<file path="src/rtl/core/itba_pkg.sv">
// Shared constants, types and helper functions for the integer to ASCII converter.
// No dependencies; every other file of the block imports this package.
package itba_pkg;

  // Width of the integer being converted; at most 32 bits of the input word are used.
  localparam int VALUE_BITS = 32;
  localparam int IN_VALUE_W = 32;
  localparam int RADIX_W    = 6;
  localparam int CHAR_W     = 8;
  localparam int DIGIT_W    = 6;

  localparam int USE_BITS  = (VALUE_BITS < IN_VALUE_W) ? VALUE_BITS : IN_VALUE_W;
  localparam bit SIGN_ON   = (VALUE_BITS <= IN_VALUE_W);
  localparam int SIGN_POS  = USE_BITS - 1;
  localparam int BIT_CNT_W = $clog2(USE_BITS);

  // Binary grouping: digits come in groups of eight
  localparam int GROUP_SIZE = 8;
  localparam int GRP_IW     = $clog2(GROUP_SIZE);
  localparam int DIG_DEPTH  = ((USE_BITS + GROUP_SIZE - 1) / GROUP_SIZE) * GROUP_SIZE;
  localparam int DIG_IW     = $clog2(DIG_DEPTH);
  localparam int CNT_W      = $clog2(DIG_DEPTH + 1);

  localparam logic [RADIX_W-1:0] RADIX_MIN = RADIX_W'(2);
  localparam logic [RADIX_W-1:0] RADIX_MAX = RADIX_W'(36);
  localparam logic [RADIX_W-1:0] RADIX_DEC = RADIX_W'(10);

  localparam logic [CHAR_W-1:0] CH_ZERO      = 8'h30;
  localparam logic [CHAR_W-1:0] CH_ALPHA_OFS = 8'h57;  // 'a' - 10
  localparam logic [CHAR_W-1:0] CH_SPACE     = 8'h20;
  localparam logic [CHAR_W-1:0] CH_MINUS     = 8'h2d;

  typedef enum logic [2:0] {
    S_IDLE,
    S_DIV,
    S_SHIFT,
    S_PAD,
    S_EMIT
  } state_t;

  typedef logic [USE_BITS-1:0] value_t;
  typedef logic [DIGIT_W-1:0]  digit_t;

  function automatic logic [RADIX_W-1:0] clamp_radix(input logic [RADIX_W-1:0] r);
    logic [RADIX_W-1:0] res;
    if (r < RADIX_MIN) begin
      res = RADIX_MIN;
    end else if (r > RADIX_MAX) begin
      res = RADIX_MAX;
    end else begin
      res = r;
    end
    return res;
  endfunction

  // Shift amount for power-of-two radices, zero otherwise
  function automatic logic [2:0] radix_log2(input logic [RADIX_W-1:0] r);
    logic [2:0] res;
    unique case (r)
      RADIX_W'(2):  res = 3'd1;
      RADIX_W'(4):  res = 3'd2;
      RADIX_W'(8):  res = 3'd3;
      RADIX_W'(16): res = 3'd4;
      RADIX_W'(32): res = 3'd5;
      default:      res = 3'd0;
    endcase
    return res;
  endfunction

  function automatic logic [CHAR_W-1:0] digit_char(input digit_t d);
    logic [CHAR_W-1:0] res;
    if (d >= DIGIT_W'(10)) begin
      res = CHAR_W'(d) + CH_ALPHA_OFS;
    end else begin
      res = CHAR_W'(d) + CH_ZERO;
    end
    return res;
  endfunction

endpackage

</file>
<file path="src/rtl/core/itba_in_if.sv">
// Input channel of the converter: valid/ready plus value, radix and mode.
// Depends on itba_pkg for the field widths.
interface itba_in_if import itba_pkg::*; ();
  logic                  valid;
  logic                  ready;
  logic [IN_VALUE_W-1:0] value;
  logic [RADIX_W-1:0]    radix;
  logic                  signed_mode;

  modport source(output valid, output value, output radix, output signed_mode,
                 input ready);
  modport sink(input valid, input value, input radix, input signed_mode,
               output ready);
endinterface

</file>
<file path="src/rtl/core/itba_out_if.sv">
// Result channel of the converter: valid/ready plus one character and its last flag.
// Depends on itba_pkg for the field widths.
interface itba_out_if import itba_pkg::*; ();
  logic              valid;
  logic              ready;
  logic [CHAR_W-1:0] character;
  logic              last;

  modport source(output valid, output character, output last, input ready);
  modport sink(input valid, input character, input last, output ready);
endinterface

</file>
<file path="src/rtl/core/itba_div_step.sv">
// One restoring division step by a small radix: shift in a dividend bit, trial subtract.
// Depends on itba_pkg.
module itba_div_step import itba_pkg::*; (
  input  digit_t             rem_i,
  input  logic               bit_i,
  input  logic [RADIX_W-1:0] base_i,
  output digit_t             rem_o,
  output logic               qbit_o
);

  logic [DIGIT_W:0] trial;
  logic [DIGIT_W:0] diff;

  assign trial  = {rem_i, bit_i};
  assign diff   = trial - (DIGIT_W+1)'(base_i);
  assign qbit_o = (trial >= (DIGIT_W+1)'(base_i));
  // remainder stays below the radix, so the top bit drops
  assign rem_o  = qbit_o ? diff[DIGIT_W-1:0] : trial[DIGIT_W-1:0];

endmodule

</file>
<file path="src/rtl/core/integer_to_base_ascii.sv">
// Integer to ASCII digits in radix 2..36, one character per output word, MSB first.
// Other radices take digits from the shared divide step, one quotient bit per cycle;
// power-of-two radices shift digits out directly. Grouped binary is padded with zeros,
// then the characters are sent as the output accepts them. Not ready from accept until
// the last character is loaded into the output register; the next number is taken the
// cycle after.
// Synchronous active-low reset clears the sequencer and the output valid.
module integer_to_base_ascii import itba_pkg::*; (
  input  logic       clk,
  input  logic       rst_n,
  itba_in_if.sink    in_ch,
  itba_out_if.source out_ch
);

  state_t             state_r, state_nxt;
  value_t             v_r, v_nxt;
  digit_t             rem_r, rem_nxt;
  logic [BIT_CNT_W-1:0] bit_cnt_r, bit_cnt_nxt;
  logic [RADIX_W-1:0] base_r, base_nxt;
  logic [2:0]         shamt_r, shamt_nxt;
  logic               neg_r, neg_nxt;
  logic               grp_r, grp_nxt;
  logic [CNT_W-1:0]   nd_r, nd_nxt;
  logic               sign_pend_r, sign_pend_nxt;
  logic               space_pend_r, space_pend_nxt;
  logic               out_valid_r, out_valid_nxt;
  logic [CHAR_W-1:0]  out_char_r, out_char_nxt;
  logic               out_last_r, out_last_nxt;

  digit_t             digs_r [DIG_DEPTH];
  logic               dig_we;
  digit_t             dig_wdata;

  // input side decode
  logic               in_fire;
  value_t             in_v;
  logic [RADIX_W-1:0] in_base;
  logic               in_neg;

  // shared step unit
  digit_t             step_rem;
  logic               step_qbit;
  value_t             q_new;

  // shift extraction
  value_t             v_sh;
  digit_t             sh_digit;
  digit_t             sh_mask;

  logic               pad_more;
  logic               out_load;
  logic [CNT_W-1:0]   emit_idx;
  digit_t             emit_digit;

  assign in_ch.ready = (state_r == S_IDLE);
  assign in_fire     = in_ch.valid && in_ch.ready;
  assign in_v        = in_ch.value[USE_BITS-1:0];
  assign in_base     = clamp_radix(in_ch.radix);
  assign in_neg      = SIGN_ON && in_ch.signed_mode && (in_base == RADIX_DEC) &&
                       in_v[SIGN_POS];

  itba_div_step u_step (
    .rem_i  (rem_r),
    .bit_i  (v_r[USE_BITS-1]),
    .base_i (base_r),
    .rem_o  (step_rem),
    .qbit_o (step_qbit)
  );

  assign q_new    = {v_r[USE_BITS-2:0], step_qbit};
  assign v_sh     = v_r >> shamt_r;
  assign sh_mask  = digit_t'((DIGIT_W+1)'(1) << shamt_r) - digit_t'(1);
  assign sh_digit = v_r[DIGIT_W-1:0] & sh_mask;
  assign pad_more = grp_r && (nd_r[GRP_IW-1:0] != '0);

  assign out_load   = !out_valid_r || out_ch.ready;
  assign emit_idx   = nd_r - CNT_W'(1);
  assign emit_digit = digs_r[emit_idx[DIG_IW-1:0]];

  // next state
  always_comb begin
    state_nxt = state_r;
    unique case (state_r)
      S_IDLE: begin
        if (in_fire) begin
          state_nxt = (radix_log2(in_base) != 3'd0) ? S_SHIFT : S_DIV;
        end
      end
      S_DIV: begin
        if (bit_cnt_r == '0 && q_new == '0) begin
          state_nxt = S_PAD;
        end
      end
      S_SHIFT: begin
        if (v_sh == '0) begin
          state_nxt = S_PAD;
        end
      end
      S_PAD: begin
        if (!pad_more) begin
          state_nxt = S_EMIT;
        end
      end
      S_EMIT: begin
        if (out_load && !sign_pend_r && !space_pend_r && emit_idx == '0) begin
          state_nxt = S_IDLE;
        end
      end
      default: state_nxt = S_IDLE;
    endcase
  end

  // datapath and outputs
  always_comb begin
    v_nxt          = v_r;
    rem_nxt        = rem_r;
    bit_cnt_nxt    = bit_cnt_r;
    base_nxt       = base_r;
    shamt_nxt      = shamt_r;
    neg_nxt        = neg_r;
    grp_nxt        = grp_r;
    nd_nxt         = nd_r;
    sign_pend_nxt  = sign_pend_r;
    space_pend_nxt = space_pend_r;
    out_valid_nxt  = out_valid_r && !out_ch.ready;
    out_char_nxt   = out_char_r;
    out_last_nxt   = out_last_r;
    dig_we         = 1'b0;
    dig_wdata      = step_rem;

    unique case (state_r)
      S_IDLE: begin
        if (in_fire) begin
          v_nxt          = in_neg ? (~in_v + value_t'(1)) : in_v;
          base_nxt       = in_base;
          shamt_nxt      = radix_log2(in_base);
          neg_nxt        = in_neg;
          grp_nxt        = !in_ch.signed_mode && (in_base == RADIX_MIN);
          nd_nxt         = '0;
          rem_nxt        = '0;
          bit_cnt_nxt    = BIT_CNT_W'(USE_BITS - 1);
        end
      end
      S_DIV: begin
        v_nxt = q_new;
        if (bit_cnt_r == '0) begin
          // quotient done: remainder is the next digit
          dig_we      = 1'b1;
          dig_wdata   = step_rem;
          nd_nxt      = nd_r + CNT_W'(1);
          rem_nxt     = '0;
          bit_cnt_nxt = BIT_CNT_W'(USE_BITS - 1);
        end else begin
          rem_nxt     = step_rem;
          bit_cnt_nxt = bit_cnt_r - BIT_CNT_W'(1);
        end
      end
      S_SHIFT: begin
        dig_we    = 1'b1;
        dig_wdata = sh_digit;
        v_nxt     = v_sh;
        nd_nxt    = nd_r + CNT_W'(1);
      end
      S_PAD: begin
        if (pad_more) begin
          dig_we    = 1'b1;
          dig_wdata = '0;
          nd_nxt    = nd_r + CNT_W'(1);
        end else begin
          sign_pend_nxt  = neg_r;
          space_pend_nxt = 1'b0;
        end
      end
      S_EMIT: begin
        if (out_load) begin
          out_valid_nxt = 1'b1;
          priority if (sign_pend_r) begin
            out_char_nxt  = CH_MINUS;
            out_last_nxt  = 1'b0;
            sign_pend_nxt = 1'b0;
          end else if (space_pend_r) begin
            out_char_nxt   = CH_SPACE;
            out_last_nxt   = 1'b0;
            space_pend_nxt = 1'b0;
          end else begin
            out_char_nxt   = digit_char(emit_digit);
            out_last_nxt   = (emit_idx == '0);
            nd_nxt         = emit_idx;
            // space after each full group of eight, except at the end
            space_pend_nxt = grp_r && (emit_idx != '0) &&
                             (emit_idx[GRP_IW-1:0] == '0);
          end
        end
      end
      default: ;
    endcase
  end

  always_ff @(posedge clk) begin
    if (!rst_n) begin
      state_r      <= S_IDLE;
      out_valid_r  <= 1'b0;
      sign_pend_r  <= 1'b0;
      space_pend_r <= 1'b0;
    end else begin
      state_r      <= state_nxt;
      out_valid_r  <= out_valid_nxt;
      sign_pend_r  <= sign_pend_nxt;
      space_pend_r <= space_pend_nxt;
    end
  end

  always_ff @(posedge clk) begin
    v_r        <= v_nxt;
    rem_r      <= rem_nxt;
    bit_cnt_r  <= bit_cnt_nxt;
    base_r     <= base_nxt;
    shamt_r    <= shamt_nxt;
    neg_r      <= neg_nxt;
    grp_r      <= grp_nxt;
    nd_r       <= nd_nxt;
    out_char_r <= out_char_nxt;
    out_last_r <= out_last_nxt;
    if (dig_we) begin
      digs_r[nd_r[DIG_IW-1:0]] <= dig_wdata;
    end
  end

  assign out_ch.valid     = out_valid_r;
  assign out_ch.character = out_char_r;
  assign out_ch.last      = out_last_r;

endmodule
</file>
<file path="src/flat_wrapper.sv">
// flat-port wrapper written by rule: the top's interface ports become plain ports
module integer_to_base_ascii_flat import itba_pkg::*;
  (clk, rst_n, in_ch_valid, in_ch_value, in_ch_radix, in_ch_signed_mode, in_ch_ready, out_ch_valid, out_ch_character, out_ch_last, out_ch_ready);
  itba_in_if in_ch_i ();
  itba_out_if out_ch_i ();
  input  logic clk;
  input  logic rst_n;
  input wire logic [$bits(in_ch_i.valid)-1:0] in_ch_valid;
  input wire logic [$bits(in_ch_i.value)-1:0] in_ch_value;
  input wire logic [$bits(in_ch_i.radix)-1:0] in_ch_radix;
  input wire logic [$bits(in_ch_i.signed_mode)-1:0] in_ch_signed_mode;
  output wire logic [$bits(in_ch_i.ready)-1:0] in_ch_ready;
  output wire logic [$bits(out_ch_i.valid)-1:0] out_ch_valid;
  output wire logic [$bits(out_ch_i.character)-1:0] out_ch_character;
  output wire logic [$bits(out_ch_i.last)-1:0] out_ch_last;
  input wire logic [$bits(out_ch_i.ready)-1:0] out_ch_ready;
  assign in_ch_i.valid = in_ch_valid;
  assign in_ch_i.value = in_ch_value;
  assign in_ch_i.radix = in_ch_radix;
  assign in_ch_i.signed_mode = in_ch_signed_mode;
  assign in_ch_ready = in_ch_i.ready;
  assign out_ch_valid = out_ch_i.valid;
  assign out_ch_character = out_ch_i.character;
  assign out_ch_last = out_ch_i.last;
  assign out_ch_i.ready = out_ch_ready;
  integer_to_base_ascii u_core (.clk(clk), .rst_n(rst_n), .in_ch(in_ch_i), .out_ch(out_ch_i));
endmodule
</file>
<file path="config.mk">
export PLATFORM = sky130hd
export DESIGN_NAME = integer_to_base_ascii_flat
export DESIGN_NICKNAME = d
export VERILOG_FILES = /design/src/rtl/core/itba_pkg.sv /design/src/rtl/core/itba_in_if.sv /design/src/rtl/core/itba_out_if.sv /design/src/rtl/core/itba_div_step.sv /design/src/rtl/core/integer_to_base_ascii.sv /design/src/flat_wrapper.sv
export SDC_FILE = /design/constraint.sdc
export NUM_CORES = 1
export LEC_CHECK = 0
export ABC_AREA = 1
export BUFFER_PORTS_ARGS = -buffer_cell sky130_fd_sc_hd__buf_4
export CAP_MARGIN = 40
export CORE_MARGIN = 2
export CORE_UTILIZATION = 60
export CTS_CLUSTER_SIZE = 30
export DETAILED_ROUTE_END_ITERATION = 16
export PLACE_DENSITY = 0.79
export RECOVER_POWER = 25
export SETUP_SLACK_MARGIN = 0.2
export SYNTH_ARGS = -nofsm -noshare
export SYNTH_HDL_FRONTEND = slang
export SYNTH_SLANG_ARGS = --single-unit
</file>
<file path="constraint.sdc">
create_clock -name clk -period 5 [get_ports clk]
set_clock_uncertainty 0.1 [all_clocks]
set_input_delay 1 -clock clk [delete_from_list [all_inputs] [get_ports clk]]
set_output_delay 1 -clock clk [all_outputs]
set_load 0.1 [all_outputs]
</file>
# Yosys cells after proc, flatten, opt, wreduce, memory -nomap -nowiden
# Memories as Yosys holds them, arrays and structs flattened.
# Cells that the tools add are included.
# Widths: inputs -> output; s select.
[op_classes]
add_sub_neg = 8
n_mul = 0
div_mod_pow = 0
order_cmp = 4
eq_ne = 20
n_shift = 2
mux = 47
bitwise = 2
reduce_logical = 40
[ops]
columns = ["operator", "n"]
rows = [
  ["$pmux 32 s3", 1],
  ["$mux 6", 11],
  ["$logic_not 32->1", 2],
  ["$mux 32", 2],
  ["$add 32x1->32 const B", 1],
  ["$not 32->32", 1],
  ["$shr 32x3->32", 1],
  ["$pmux 3 s5", 2],
  ["$pmux 6 s5", 1],
  ["$pmux 6 s2", 2],
  ["$mux 3", 7],
  ["$eq 6x4->1 const B", 2],
  ["$logic_and 1x1->1", 12],
  ["$mux 1", 12],
  ["$ne 2x1->1 const B", 6],
  ["$sub 6x1->6 const B", 2],
  ["$mux 5", 2],
  ["$pmux 5 s2", 1],
  ["$reduce_bool 3->1", 3],
  ["$add 6x7->8 const B", 1],
  ["$mux 8", 1],
  ["$ne 2x2->1 const B", 4],
  ["$reduce_and 2->1", 4],
  ["$add 6x6->7 const B", 1],
  ["other kinds (33)", 41],
]
[totals]
reg_bits = 75
latchBits = 0
ramBits = 192
mem_bits_ro = 0
inputBits = 43
n_memories = 1
[memory_table]
columns = ["memory", "words", "word_bits", "read_ports", "rd_clocked_by_memory_dff", "wr", "line_no", "source"]
rows = [
  ["u_core.digs_r", 32, 6, 1, 0, 1, "integer_to_base_ascii.sv:30", "digit_t digs_r [DIG_DEPTH];"],
]

# Depth between registers and ports, before layout
[logic_depth]
depth_word = 11
depth_mapped = 24
ltp_nobuf = 19

# By module
# A second synthesis with hierarchy kept.
[unflattened]
hier_cells = 1709
hier_area_um2 = 14675.3
[modules_own_cells]
columns = ["module", "instances", "cells_per_inst", "area_per_inst_um2", "seq_area_each_um2"]
rows = [
  ["integer_to_base_ascii", 1, 1639, 14239.9, 7957.6],
  ["itba_div_step", 1, 70, 435.4, 0.0],
]

# Worst setup path after synthesis
# Ideal clock, no wire load.
[synth_path]
kind = "reg-to-reg"
startpoint = "reg u_core.state_r[0]"
endpoint = "reg u_core.v_r[0] (enable)"
t_arrival_ns = 3.388
required_ns = 4.513
setup_slack_ns = 1.126
path_stages_with_launch = 8
period_less_slack_ns = 3.874
cell_sequence = "dfxtp_1 nor2_1 inv_1 nor2_1 inv_1 nor2_1 nor2_1 inv_1"
[synth_between]
elab_chain_cells = 4
elab_cells_between_ends = 7
[synth_rtl]
columns = ["element", "line_no", "source"]
rows = [
  ["from (decl)", "integer_to_base_ascii.sv:15", "state_t state_r, state_nxt;"],
  ["from (signal assigned)", "integer_to_base_ascii.sv:206", "state_r <= state_nxt;"],
  ["$logic_not 3->1 *", "integer_to_base_ascii.sv:55", "assign in_ch.ready = (state_r == S_IDLE);"],
  ["named net in_ch_ready", "flat_wrapper.sv:12", "output wire logic [$bits(in_ch_i.ready)-1:0] in_ch_ready;"],
  ["$logic_and 1x1->1", "integer_to_base_ascii.sv:56", "assign in_fire = in_ch.valid && in_ch.ready;"],
  ["$ne 2x2->1 (no source line)", "n/a", ""],
  ["$reduce_and 2->1 (no source line) *", "n/a", ""],
  ["to (signal assigned)", "integer_to_base_ascii.sv:214", "v_r <= v_nxt;"],
  ["to (decl)", "integer_to_base_ascii.sv:16", "value_t v_r, v_nxt;"],
]
# The timed path passes the listed nets; every way through them passes the cells marked *.
# A chain may end at the register's enable or synchronous reset.

# Final worst setup path
[layout_path]
startpoint = "reg u_core.nd_r[0]"
endpoint = "reg u_core.out_char_r[5], in the netlist u_core.out_ch.character[5], data pin"
[layout_between]
elab_chain_cells = 4
elab_cells_between_ends = 6
[layout_rtl]
columns = ["element", "line_no", "source"]
rows = [
  ["from (decl)", "integer_to_base_ascii.sv:23", "logic [CNT_W-1:0] nd_r, nd_nxt;"],
  ["from (signal assigned)", "integer_to_base_ascii.sv:221", "nd_r <= nd_nxt;"],
  ["$sub 6x1->6 *", "integer_to_base_ascii.sv:77", "assign emit_idx = nd_r - CNT_W'(1);"],
  ["$mem_v2 32x6 *", "n/a", ""],
  ["$add 6x7->8 (tied with other cells)", "itba_pkg.sv:73", "res = CHAR_W'(d) + CH_ALPHA_OFS;"],
  ["$mux 8 *", "itba_pkg.sv:72", "if (d >= DIGIT_W'(10)) begin"],
  ["to (signal assigned)", "integer_to_base_ascii.sv:222", "out_char_r <= out_char_nxt;"],
  ["to (decl)", "integer_to_base_ascii.sv:27", "logic [CHAR_W-1:0] out_char_r, out_char_nxt;"],
]
# Every way passes the cells marked *; elsewhere a longest branch is shown, timed or not.

==> impl_metrics.json <==
{
  "drive_above_1_share_pct": 6.98,
  "slew_headroom_pct": 3.97,
  "hold_class": "reg -> reg",
  "io_pins": 54,
  "yosys_warnings": 0,
  "synth_cell_types": 43,
  "first_iter_violations": 1881,
  "async_flop_share_pct": 0,
  "synth_area_sq_um": 14500,
  "synth-edff-count": 261,
  "antenna_left": 0,
  "first_pass_iters": 6,
  "dp_hpwl_um": 27900,
  "initial_core_util_pct": 61.4,
  "rrSetupSlack_ns": 0.80,
  "maxCapViolations": 0,
  "fp.dieW_um": 159,
  "die_area_sq_um": 25400,
  "hold_buffers": 0,
  "placed_area_sq_um": 15200,
  "syn_inst": 1703,
  "routed-via-count": 12500,
  "synth-seq-area-share_pct": 54.9,
  "grt_antenna_before_repair": 0,
  "critical_path_buf_inv_count": 4,
  "syn-num-nets": 1766,
  "cts_max_path_buffers": 3,
  "setup.worst_path.start_class": "flip-flop",
  "grt_max_degree": 69,
  "num-fill-cells": 1899,
  "multi_input_area_sq_um": 5560,
  "syn_to_final_growth_pct": 10.0,
  "crit_type": "reg -> reg",
  "place_congestion": 0.952,
  "die_h_um": 159,
  "min_period_ns": 4.20,
  "vias_per_cell": 5.99,
  "drc": 0,
  "arrival_ns": 4.40,
  "slowest_stage": "inv_1",
  "min_period_over_period_pct": 84.0,
  "nNetsFinal": 1805,
  "wire_per_inst_um": 19.1,
  "clkTransAtPathRegs_ns": 0.07,
  "core_area_sq_um": 23600,
  "routed_wl_um": 39800,
  "tns_ns": 0,
  "grt_pass1_wl_um": 62700,
  "avgSynthCellArea_sq_um": 8.51,
  "antenna_cells": 0,
  "track_usage_pct": 30.9,
  "status": "completed",
  "synth_flop_cell": "edfxtp_1",
  "grt_pass1_vias": 11700,
  "synth_seq_cells": 267,
  "design_area_sq_um": 16000,
  "rsz0062_at_grt": "no",
  "crit_family": "buffers and inverters",
  "cp-end-kind": "flip-flop",
  "post_cts_buffers": 0,
  "fmax_mhz": 238,
  "required_ns": 5.21,
  "htree_levels": 1,
  "setup_viol": 0,
  "finalNonFillerCells": 2081,
  "cp_max_fo": 48,
  "slowest_delay_ns": 0.60,
  "cts_buffers": 29,
  "cts.sinks": 267,
  "ff_latch_area_sq_um": 7960,
  "clk_latency_ns": 0.55,
  "post-place-cells": 2030,
  "crit_chain": "inv_1 -> buf_4 -> nand4_1 -> nand2_2 -> inv_1 -> o211ai_1 -> nand3_1 -> o21ai_2 -> ha_1 -> inv_1 -> nor2_1 -> nand2_2 -> nand2_4 -> nand2_2 -> nand2_1 -> nand2_1",
  "cts_root_buf": "clkbuf_16",
  "post_cts_resized": 0,
  "hold_viol": 0,
  "worstMarginPinSlew_ns": 1.44,
  "cts_tree": "built",
  "row_count": 56,
  "overflow": 0,
  "port_buffers": 53,
  "slew_viol_final": 0
}
[cell usage after synthesis (all sizes together), types with 2 or more instances]
master	count	share of area [%]
a21oi	31	1.1
a22oi	5	0.26
buf	53	2.3
clkbuf	19	0.49
clkinv	2	0.052
dfxtp	6	0.83
edfxtp	261	54
ha	19	1.6
inv	156	4.1
nand2	516	14
nand3	213	7.4
nand4	9	0.39
nor2	228	6.0
nor3	14	0.52
nor4	8	0.35
o211ai	23	1.2
o21ai	99	3.5
o21bai	4	0.21
o221ai	11	0.66
o32ai	6	0.36
xnor2	4	0.24
xor2	6	0.36
[layout make-up]
cell class,instances,share of cell area [%]
Clock buffer,34,4.67
Clock inverter,17,0.792
Inverter,158,3.73
Multi-Input combinational cell,1206,34.8
Sequential cell,267,49.9
Tap cell,319,2.50
Timing Repair Buffer,80,3.59
[state kept, by name, indices dropped and copies added (netlist names)]
| register | cells |
|---|---|
| u_core.grp_r | 1 |
| u_core.out_ch.character | 8 |
| u_core.neg_r | 1 |
| u_core.bit_cnt_r | 5 |
| u_core.digs_r | 192 |
| u_core.nd_r | 6 |
| u_core.rem_r | 6 |
| u_core.sign_pend_r | 1 |
| u_core.shamt_r | 3 |
| u_core.space_pend_r | 1 |
| u_core.v_r | 32 |
| u_core.out_ch.valid | 1 |
| u_core.out_ch.last | 1 |
| u_core.state_r | 3 |
| u_core.base_r | 6 |
[routing by layer]
metal,global-route usage [%],part of all wire [%],routed length [um],vias to the layer above
met5,0,0,0,-
met4,9.01,2.9,1140,0
met3,6.28,12,4890,107
met2,47.8,44,17700,815
met1,44.7,40,16100,5729
li1,-,-,-,5820
[placed cells by master, fill, tap and decap left out, types with 5 or more instances in the layout]
cell type / count
clkbuf_1: 25
nor2_1: 226
nor3_1: 14
nand3_1: 213
o21ai_0: 72
a22oi_1: 5
ha_1: 19
clkbuf_16: 29
a21oi_1: 31
dfxtp_1: 6
nand2_1: 507
nand4_1: 9
inv_1: 150
nand2_2: 8
nor4_1: 8
edfxtp_1: 261
o32ai_1: 5
o221ai_1: 11
xor2_1: 6
o211ai_1: 23
clkinv_1: 7
inv_2: 5
o21ai_1: 23
buf_4: 57
[stage by stage]
stage                     util [%]  hold WS, ns  setup slack [ns]
final                         67.6        0.420             0.802
after global routing          67.6        0.436             0.471
after CTS                     68.1        0.432              1.30
after detailed placement      64.4        0.425              1.31
after global placement        64.0        0.402              1.40
after floorplan                  -        0.376              1.13
[path summary, 6_finish.rpt]
kind / depth (start not counted) / to / from
min reg2reg: 2 / u_core.state_r[0]$_SDFFE_PN0P_ / u_core.state_r[0]$_SDFFE_PN0P_
max reg2reg: 16 / u_core.out_ch.character[5]$_SDFFCE_PP1P_ / u_core.nd_r[0]$_DFFE_PP_
min: 2 / u_core.state_r[0]$_SDFFE_PN0P_ / u_core.state_r[0]$_SDFFE_PN0P_
max: 16 / u_core.out_ch.character[5]$_SDFFCE_PP1P_ / u_core.nd_r[0]$_DFFE_PP_
[logic make-up after synthesis]
| kind of cell | synth area share, % |
|---|---|
| simple gates | 28.2 |
| flops | 54.9 |
| buf+inv | 6.90 |
| compound gates | 7.55 |
| fa+ha+maj | 1.78 |
| xor+xnor | 0.604 |
| mux | 0.0690 |
[tightest hold or removal path, stage by stage, from the launching register on]
cell     delay [ns]
dfxtp_1        0.34
nand2_1        0.08
a21oi_1        0.06
Power is left out: the tool's default activity adds up to more than one toggle a clock period on the data nets, which glitch-free logic cannot reach.
